## config.mk

```make
export PLATFORM = sky130hd
export DESIGN_NAME = flow_tuple_bucket_hash
export DESIGN_NICKNAME = d
export VERILOG_FILES = /design/src/rtl/ftbh_pkg.sv /design/src/rtl/ftbh_unpack.sv /design/src/rtl/ftbh_hash_stage.sv /design/src/rtl/ftbh_reduce.sv /design/src/rtl/flow_tuple_bucket_hash.sv
export SDC_FILE = /design/constraint.sdc
export NUM_CORES = 2
export LEC_CHECK = 0
export BUFFER_PORTS_ARGS = -buffer_cell sky130_fd_sc_hd__buf_2
export CAP_MARGIN = 20
export CORE_MARGIN = 3
export CORE_UTILIZATION = 58
export CTS_CLUSTER_DIAMETER = 40
export DETAILED_ROUTE_END_ITERATION = 12
export GPL_ROUTABILITY_DRIVEN = 0
export PLACE_DENSITY = 0.75
export SETUP_SLACK_MARGIN = 0.2
export SLEW_MARGIN = 0
export SYNTH_ARGS = -nofsm -noshare
export SYNTH_HDL_FRONTEND = slang
export SYNTH_SLANG_ARGS = --single-unit
export TNS_END_PERCENT = 5
```

## constraint.sdc

```tcl
create_clock -name clk -period 24.7 [get_ports clk]
set_input_delay 3.705 -clock clk [delete_from_list [all_inputs] [get_ports clk]]
set_output_delay 3.705 -clock clk [all_outputs]
set_load 0.02 [all_outputs]
```

## src/rtl/ftbh_pkg.sv

```systemverilog
// Shared types, constants and the per-byte hash step for the flow tuple bucket hash.
// No dependencies; used by every module in rtl/.
package ftbh_pkg;

  // Bucket count, a power of two; the index is its low bits.
  localparam int BUCKETS     = 256;
  localparam int BKT_W       = (BUCKETS > 1) ? $clog2(BUCKETS) : 1;
  localparam int BUCKET_W    = 8;

  // Byte stream per endpoint: port, then four zero bytes, IPv6 address and pad, or IPv4 address and zeros.
  localparam int STREAM_BYTES = 24;
  localparam int STREAM_W     = STREAM_BYTES * 8;
  localparam int STAGE_BYTES  = 4;
  localparam int HASH_STAGES  = STREAM_BYTES / STAGE_BYTES;
  localparam int CNT_W        = $clog2(STREAM_BYTES + 1);
  localparam int V6_BYTES     = 22;
  localparam int V4_BYTES     = 6;

  // Hash state stays below 2^28 after every byte.
  localparam int HASH_W = 28;

  typedef struct packed {
    logic [STREAM_W-1:0] src_bytes;
    logic [STREAM_W-1:0] dst_bytes;
    logic [CNT_W-1:0]    remain;
    logic [HASH_W-1:0]   src_h;
    logic [HASH_W-1:0]   dst_h;
  } stage_t;

  // One PJW/ELF step: h = (h << 4) + b; fold the top nibble down and clear it.
  function automatic logic [HASH_W-1:0] pjw_feed(input logic [HASH_W-1:0] h,
                                                 input logic [7:0] b);
    logic [31:0] t;
    t = {h, 4'b0000} + {24'd0, b};
    return t[HASH_W-1:0] ^ {20'd0, t[31:28], 4'b0000};
  endfunction

endpackage

```

## src/rtl/ftbh_unpack.sv

```systemverilog
// Input register of the bucket hash: lays out both endpoints as byte streams.
// Depends on ftbh_pkg.
module ftbh_unpack (
  input  logic                   clk,
  input  logic                   rst,
  input  logic                   in_valid,
  output logic                   in_stall,
  input  logic                   is_ipv6,
  input  logic [63:0]            src_addr_hi,
  input  logic [63:0]            src_addr_lo,
  input  logic [63:0]            dst_addr_hi,
  input  logic [63:0]            dst_addr_lo,
  input  logic [15:0]            src_port,
  input  logic [15:0]            dst_port,
  output logic                   out_valid,
  output ftbh_pkg::stage_t       out_data,
  input  logic                   out_stall
);

  ftbh_pkg::stage_t data_next;

  always_comb begin
    data_next.src_h = '0;
    data_next.dst_h = '0;
    if (is_ipv6) begin
      data_next.src_bytes = {src_port, 32'd0, src_addr_hi, src_addr_lo, 16'd0};
      data_next.dst_bytes = {dst_port, 32'd0, dst_addr_hi, dst_addr_lo, 16'd0};
      data_next.remain    = ftbh_pkg::CNT_W'(ftbh_pkg::V6_BYTES);
    end else begin
      data_next.src_bytes = {src_port, src_addr_lo[31:0], 144'd0};
      data_next.dst_bytes = {dst_port, dst_addr_lo[31:0], 144'd0};
      data_next.remain    = ftbh_pkg::CNT_W'(ftbh_pkg::V4_BYTES);
    end
  end

  assign in_stall = out_valid && out_stall;

  always_ff @(posedge clk) begin
    if (rst) begin
      out_valid <= 1'b0;
    end else if (!in_stall) begin
      out_valid <= in_valid;
    end
  end

  always_ff @(posedge clk) begin
    if (!in_stall && in_valid) begin
      out_data <= data_next;
    end
  end

endmodule

```

## src/rtl/ftbh_hash_stage.sv

```systemverilog
// One hash stage: feeds up to four bytes of each endpoint stream into its hash.
// Depends on ftbh_pkg.
module ftbh_hash_stage (
  input  logic             clk,
  input  logic             rst,
  input  logic             in_valid,
  output logic             in_stall,
  input  ftbh_pkg::stage_t in_data,
  output logic             out_valid,
  output ftbh_pkg::stage_t out_data,
  input  logic             out_stall
);

  ftbh_pkg::stage_t data_next;

  always_comb begin
    logic [ftbh_pkg::HASH_W-1:0] hs;
    logic [ftbh_pkg::HASH_W-1:0] hd;
    hs = in_data.src_h;
    hd = in_data.dst_h;
    for (int j = 0; j < ftbh_pkg::STAGE_BYTES; j++) begin
      if (ftbh_pkg::CNT_W'(j) < in_data.remain) begin
        hs = ftbh_pkg::pjw_feed(hs, in_data.src_bytes[ftbh_pkg::STREAM_W-1-8*j -: 8]);
        hd = ftbh_pkg::pjw_feed(hd, in_data.dst_bytes[ftbh_pkg::STREAM_W-1-8*j -: 8]);
      end
    end
    data_next.src_h     = hs;
    data_next.dst_h     = hd;
    data_next.src_bytes = in_data.src_bytes << (8 * ftbh_pkg::STAGE_BYTES);
    data_next.dst_bytes = in_data.dst_bytes << (8 * ftbh_pkg::STAGE_BYTES);
    if (in_data.remain > ftbh_pkg::CNT_W'(ftbh_pkg::STAGE_BYTES)) begin
      data_next.remain = in_data.remain - ftbh_pkg::CNT_W'(ftbh_pkg::STAGE_BYTES);
    end else begin
      data_next.remain = '0;
    end
  end

  assign in_stall = out_valid && out_stall;

  always_ff @(posedge clk) begin
    if (rst) begin
      out_valid <= 1'b0;
    end else if (!in_stall) begin
      out_valid <= in_valid;
    end
  end

  always_ff @(posedge clk) begin
    if (!in_stall && in_valid) begin
      out_data <= data_next;
    end
  end

endmodule

```

## src/rtl/ftbh_reduce.sv

```systemverilog
// Output stage: reduces both endpoint hashes to buckets and combines them.
// Depends on ftbh_pkg.
module ftbh_reduce (
  input  logic                          clk,
  input  logic                          rst,
  input  logic                          in_valid,
  output logic                          in_stall,
  input  ftbh_pkg::stage_t              in_data,
  output logic                          out_valid,
  output logic [ftbh_pkg::BUCKET_W-1:0] bucket,
  input  logic                          out_stall
);

  logic [ftbh_pkg::BKT_W:0]    sum;
  logic [ftbh_pkg::BKT_W-1:0]  idx;

  // Power-of-two bucket count: each modulo is a mask, the sum wraps.
  assign sum = {1'b0, in_data.src_h[ftbh_pkg::BKT_W-1:0]}
             + {1'b0, in_data.dst_h[ftbh_pkg::BKT_W-1:0]};
  assign idx = sum[ftbh_pkg::BKT_W-1:0];

  assign in_stall = out_valid && out_stall;

  always_ff @(posedge clk) begin
    if (rst) begin
      out_valid <= 1'b0;
    end else if (!in_stall) begin
      out_valid <= in_valid;
    end
  end

  always_ff @(posedge clk) begin
    if (!in_stall && in_valid) begin
      bucket <= ftbh_pkg::BUCKET_W'(idx);
    end
  end

endmodule

```

## src/rtl/flow_tuple_bucket_hash.sv

```systemverilog
// flow_tuple_bucket_hash: bucket index of a flow tuple from per-endpoint PJW/ELF hashes.
// Pipeline: an accepted input transaction passes to a valid bucket through
// 1 unpack register, 6 hash stages of 4 bytes and 1 reduce register.
// Throughput: one transaction per cycle while out_stall is low; every stage holds its own valid bit.
// Reset (rst, synchronous, active high) clears the valid bits only; no other state.
// Depends on ftbh_pkg, ftbh_unpack, ftbh_hash_stage, ftbh_reduce.
module flow_tuple_bucket_hash (
  input  logic        clk,
  input  logic        rst,
  // input channel
  input  logic        in_valid,
  output logic        in_stall,
  input  logic        is_ipv6,
  input  logic [63:0] src_addr_hi,
  input  logic [63:0] src_addr_lo,
  input  logic [63:0] dst_addr_hi,
  input  logic [63:0] dst_addr_lo,
  input  logic [15:0] src_port,
  input  logic [15:0] dst_port,
  // output channel
  output logic        out_valid,
  input  logic        out_stall,
  output logic [7:0]  bucket
);

  // Pipe slot 0 is the unpack register; slot k+1 is the output of hash stage k.
  ftbh_pkg::stage_t pipe_data  [ftbh_pkg::HASH_STAGES+1];
  logic             pipe_valid [ftbh_pkg::HASH_STAGES+1];
  logic             pipe_stall [ftbh_pkg::HASH_STAGES+1];

  // Each endpoint becomes a 24-byte stream in wire order; the byte count
  // (6 for IPv4, 22 for IPv6) masks off the unused tail.
  ftbh_unpack u_unpack (
    .clk         (clk),
    .rst         (rst),
    .in_valid    (in_valid),
    .in_stall    (in_stall),
    .is_ipv6     (is_ipv6),
    .src_addr_hi (src_addr_hi),
    .src_addr_lo (src_addr_lo),
    .dst_addr_hi (dst_addr_hi),
    .dst_addr_lo (dst_addr_lo),
    .src_port    (src_port),
    .dst_port    (dst_port),
    .out_valid   (pipe_valid[0]),
    .out_data    (pipe_data[0]),
    .out_stall   (pipe_stall[0])
  );

  // Hash stages: both endpoints run side by side, four bytes per stage.
  // A stage takes a new transaction whenever its own register is empty or
  // moving on, so bubbles close up behind a stalled output.
  for (genvar k = 0; k < ftbh_pkg::HASH_STAGES; k++) begin : g_hash
    ftbh_hash_stage u_stage (
      .clk       (clk),
      .rst       (rst),
      .in_valid  (pipe_valid[k]),
      .in_stall  (pipe_stall[k]),
      .in_data   (pipe_data[k]),
      .out_valid (pipe_valid[k+1]),
      .out_data  (pipe_data[k+1]),
      .out_stall (pipe_stall[k+1])
    );
  end

  // Final register: bucket = (src_h % BUCKETS + dst_h % BUCKETS) % BUCKETS.
  // It doubles as the output register, so the pipe keeps filling while a
  // finished bucket waits.
  ftbh_reduce u_reduce (
    .clk       (clk),
    .rst       (rst),
    .in_valid  (pipe_valid[ftbh_pkg::HASH_STAGES]),
    .in_stall  (pipe_stall[ftbh_pkg::HASH_STAGES]),
    .in_data   (pipe_data[ftbh_pkg::HASH_STAGES]),
    .out_valid (out_valid),
    .bucket    (bucket),
    .out_stall (out_stall)
  );

endmodule
```

======== Yosys cells after proc, flatten, opt, wreduce, memory -nomap -nowiden ========
Index checks and enable logic that the tools add are counted.
word-level totals
  output and inout port bits .............. 10
  word-level logic and storage cells ...... 243
  flip-flop bits (word level) ............. 1,686
  bits of input ports ..................... 293
cells by class
  muxes and demuxes ....................... 49
  reductions and logical operators ........ 24
  add/sub/neg operators ................... 52
  order comparisons ....................... 29
  bitwise gates (word level) .............. 46
operator list
  cell                   count
  $add 32x8->32          44
  $mux 28                44
  $xor 28x8->28          42
  $lt 1x5->1 const A     12
  $lt 2x5->1 const A     12
  $xor 28x8->28 const B  2
  $mux 8                 4
  $add 12x8->13          2
  $gt 5x3->1 const B     5
  $sub 5x3->5 const B    5
  $logic_and 1x1->1      16
  $xor 8x8->8            2
  $add 8x8->8            1
  $logic_not 1->1        8
  $mux 5                 1

======== Logic depth before layout (Yosys ltp) ========
  word-level depth ........................ 12
  depth in mapped cells ................... 41

======== Hierarchy ========
From an unflattened synthesis, not the netlist that was laid out.
unflattened totals
  cell total of the unflattened synthesis .. 12,550
  area, all modules ....................... 143,518.9 µm²
by module, submodules not included
  module                                   instances  cells an instance  area an instance (µm²)  seq. area each (µm²)
  ftbh_hash_stage (g_hash[0].u_stage ...)  4          1,952              21,632.0                11,461.0
  ftbh_hash_stage (g_hash[5].u_stage)      1          1,975              21,657.0                11,461.0
  ftbh_hash_stage (g_hash[2].u_stage)      1          1,905              21,207.8                11,461.0
  ftbh_unpack                              1          807                13,514.2                10,620.2
  ftbh_reduce                              1          55                 611.8                   260.2

======== Least setup slack after synthesis ========
Ideal clock, no wire load.
  kind .................................... input to register
  start ................................... input out_stall
  end ..................................... register g_hash[2].u_stage.out_data[0] (netlist bit), enable pin
  path buffers ............................ 1
  arrival time ............................ 20.078 ns
  library setup time ...................... 1.137 ns
  stages .................................. 4
  path slack .............................. 3.485 ns
  cells stage by stage .................... and3_1 -> and3_1 -> clkbuf_1 -> a21boi_0
on the way
  longest elaborated chain between the ends .. 7
RTL lines
  item                            line                          source
  start: declaration              flow_tuple_bucket_hash.sv:22  input logic out_stall,
  $logic_and 1x1->1               ftbh_reduce.sv:22             assign in_stall = out_valid && out_stall;
  $logic_and 1x1->1 (4 in a row)  ftbh_hash_stage.sv:38         assign in_stall = out_valid && out_stall;
  $logic_not 1->1                 --
  $logic_and 1x1->1               ftbh_hash_stage.sv:49         if (!in_stall && in_valid) begin
  end signal: assignment          ftbh_hash_stage.sv:50         out_data <= data_next;
  end: declaration                ftbh_hash_stage.sv:10         output ftbh_pkg::stage_t out_data,
No other way between the ends.
A chain may end at the register's enable or synchronous reset.

======== Final worst setup path ========
  start ................................... input out_stall
  end ..................................... output in_stall
on the way
  longest elaborated chain between the ends .. 8
RTL lines
  item                            line                          source
  $logic_and 1x1->1               ftbh_reduce.sv:22
  $logic_and 1x1->1 (6 in a row)  ftbh_hash_stage.sv:38
  $logic_and 1x1->1               ftbh_unpack.sv:36             assign in_stall = out_valid && out_stall;
  end: declaration                flow_tuple_bucket_hash.sv:12  output logic in_stall,
No other way between the ends.

==> run summary <==
Final Max Slew Viols -> 0
Max_cap viols -> 0
Final wirelength -> 221000 microns
Final core utilization -> 65.2%
Chip width -> 386 microns
Post-CTS setup buffer count -> 0
Met2 wire length -> 100000 microns
CTS root buffer -> clkbuf_16
Residual DRC -> 0
Part of the cycle the worst path needs -> 36.6%
Area Growth Syn to Fin -> 11.0%
Cell Area, Placed -> 86600 sq um
CTS sink cnt -> 1470
Area occupied by multi-input gates -> 37700 sq um
Clock skew -> 0.0702 ns
Setup TNS -> 0 ns
Hold-fix buffers, CTS -> 0
Final Instance Area -> 92800 sq um
CP Data Arrival Time -> 5.33 ns
Sequential-to-total area share from yosys stat -> 52.7%
Kind of critical path -> input pin to primary output
Leakage power -> 0.0321 uW
# setup viols final -> 0
Worst-margin pin slew -> 1.17 ns
Slowest CP cell -> and3_1
CP cell instances -> buf_2 > and3_1 > and3_1 > nand3_1 > nor2_1 > nand2_1 > inv_1 > buf_2
Max VDD drop -> 0.0784 mV
Clock latency on the worst-skew pair -> 0.82 ns
Worst-case clock buffer depth -> 3
Worst hold path type -> flip-flop to flip-flop
# rows -> 138
#FFs+latches synth -> 1470
Via/cell ratio -> 6.36
Slowest stage delay, CP -> 0.44 ns
Antenna violations before repair -> 11
Crit path launch -> out_stall
Endpoint type of the worst setup path -> primary output
Cts repair resizes -> 0
Leading area contributor after synthesis -> edfxtp_1
Worst hold start -> g_hash[1].u_stage.out_data[391]$_DFFE_PP_
Maximum number of pins on one net before global-route repair -> 149
Met1 Routed Length -> 90300 microns
IO Count -> 303
Synth Cell Area -> 83600 sq um
Top layer reached by signal wires -> met4
Die height -> 386 microns
Most used DFF post-synth -> edfxtp_1
Final antenna-violating net count -> 0
Starting Density -> 58.8%
Warnings from Yosys -> 0
Routed wl met3 -> 20700 microns
Number of synthesized flops with an enable pin -> 1462
Critical Path Fanout Max -> 6
Share of cells above drive strength 1 -> 11.2%
Synth Area per Inst -> 11.2 sq um
PwrDens -> 66.2 nW/um^2
Die Area -> 149000 sq um
GR Overflow Total -> 0
CP required -> 21.00 ns
Vias in the first global route -> 57700
CTS tree -> built
Reg area -> 44100 sq um
WL/cell -> 22.7 microns
Outcome -> completed
Final hold slack -> 0.382 ns
Worst Setup Start Kind -> input pin
Post-synth top area share -> 52.5%
Inserted Clock Buffers -> 177
Final min period -> 9.04 ns
Htree depth -> 4
Count of port buffers added during placement -> 302
Post-DP HPWL -> 160000 microns
Starting DRT DRC Count -> 8026
Worst-path clk slew -> 0.06 ns
Setup WS post-layout -> 15.66 ns
Synthesized instance count -> 7481
First-pass GRT wire length -> 334000 microns
Rel. slew slack -> 21.2%
F_max -> 0.111 GHz
Final Hold Vio Count -> 0
Top cells by area, synth -> edfxtp_1 (53%), xnor2_1 (6.4%), nand2_1 (3.0%), xor2_1 (2.9%), ha_1 (2.7%)
Total core area -> 142000 sq um
DRT Pass-1 Iters -> 9
Distinct cells, synth -> 129
Filler cell count -> 10600
Unrepaired setup endpoints after global routing -> false
Routed vias -> 61900
Asr flop ratio synth -> 0%
Nets -> 8210
R2R Path Start -> g_hash[1].u_stage.out_data[59]$_SDFFCE_PN0P_
Post-placement worst setup slack -> 15.68 ns
GRT Util Overall -> 29.0%
==> cell type report <==
type	instances	area share [%]
diodes	2	0.00539
clock buffers	193	4.84
repair buffers	357	2.09
flip-flops and latches	1470	47.5
well taps	1890	2.55
clock inverters	132	1.82
inverters	141	0.570
multi-input cells	5547	40.6
==> Yosys cell counts, types with 20 or more instances <==
cell and number:
o21ai_1 26, a21boi_0 34, o31a_1 34, nor2b_1 119, nor2_1 489, o21ai_0 263
a211oi_1 43, and2_1 336, nand2b_1 62, nand2_1 669, nor3b_1 39, nor3_1 185
or4_1 43, buf_2 79, o31ai_1 73, mux2i_1 63, nor4_1 110, clkbuf_1 192
and3_1 104, a31oi_1 81, nand3b_1 28, ha_1 180, fa_1 43, nand4_1 154
nor4b_1 22, edfxtp_1 1462, a21o_1 143, xnor2_1 614, o21a_1 79, or2_2 40
a211o_1 21, xor2_1 273, and4_1 46, inv_1 140, mux2_2 20, a21oi_1 281
nand3_1 253, buf_1 25, or3_1 64, o211ai_1 52
==> per-stage QoR <==
stage / total power [uW] / cells
final: 6150 / 9732
after global routing: 6350 / 9730
after CTS: 6180 / 9729
after detailed placement: 3530 / 9404
after global placement: 3520 / 9403
after floorplan: 3390 / 7485
==> cells by family after synthesis <==
family	after synthesis	synth area share, %
xor gates and xnor gates	891	9.40
muxes	84	1.04
AOI/OAI and AO/OA	1442	12.1
adders and majority gates	223	3.72
DFF	1470	52.7
other	1	0.00448
and+or+nand+nor	2902	18.7
buffers and inverters	468	2.38
==> sequential cells by signal (all words and copies together), names as in the netlist <==
| name | cells |
|---|---|
| u_reduce.bucket | 8 |
| g_hash.u_stage.out_data | 1101 |
| u_reduce.out_valid | 1 |
| u_unpack.out_valid | 1 |
| g_hash.u_stage.out_valid | 6 |
| u_unpack.out_data | 353 |
==> critical path: cells and delay by family <==
| kind | cells | cell delay, ns |
|---|---|---|
| and+or+nand+nor | 5 | 1.29 |
| buffers and inverters | 3 | 0.33 |
==> power breakdown <==
part           internal, uW  switching (uW)
Clock                  1530            1110
Combinational           219             367
Sequential             2860            58.9
Total                  4610            1540
==> per-layer routing <==
metal,GRT usage [%],vias up
met5,0,-
met4,11.0,0
li1,-,28400
met3,4.96,598
met2,45.5,3404
met1,40.5,29500
==> cell usage in the layout, fill, tap and decap left out, drive strengths merged, types with 53 or more instances in the layout <==
cell,Yosys,routed
o211ai,54,54
a21oi,284,284
xnor2,614,614
edfxtp,1462,1462
or2,53,53
nand4,159,159
ha,180,180
a21o,143,143
clkbuf,198,194
nand3,256,256
nor3,197,197
o21a,79,79
mux2i,63,63
or3,66,66
and3,105,105
a31oi,85,85
and2,337,337
o31ai,82,82
nor4,128,128
nor2b,119,119
xor2,273,273
nor2,490,490
inv,140,174
buf,129,356
nand2,675,675
o21ai,291,291
a211oi,53,53
nand2b,63,63
clkinv,1,70
==> path summary, 6_finish.rpt <==
path	to	slack (ns)	cells past startpoint
setup / recovery	in_stall	15.66	8
hold / removal	g_hash[2].u_stage.out_data[423]$_DFFE_PP_	0.38	0
setup reg to reg	g_hash[2].u_stage.out_data[32]$_DFFE_PP_	16.16	23
hold reg to reg	g_hash[2].u_stage.out_data[423]$_DFFE_PP_	0.38	0
(Power assumes the default switching activity.)
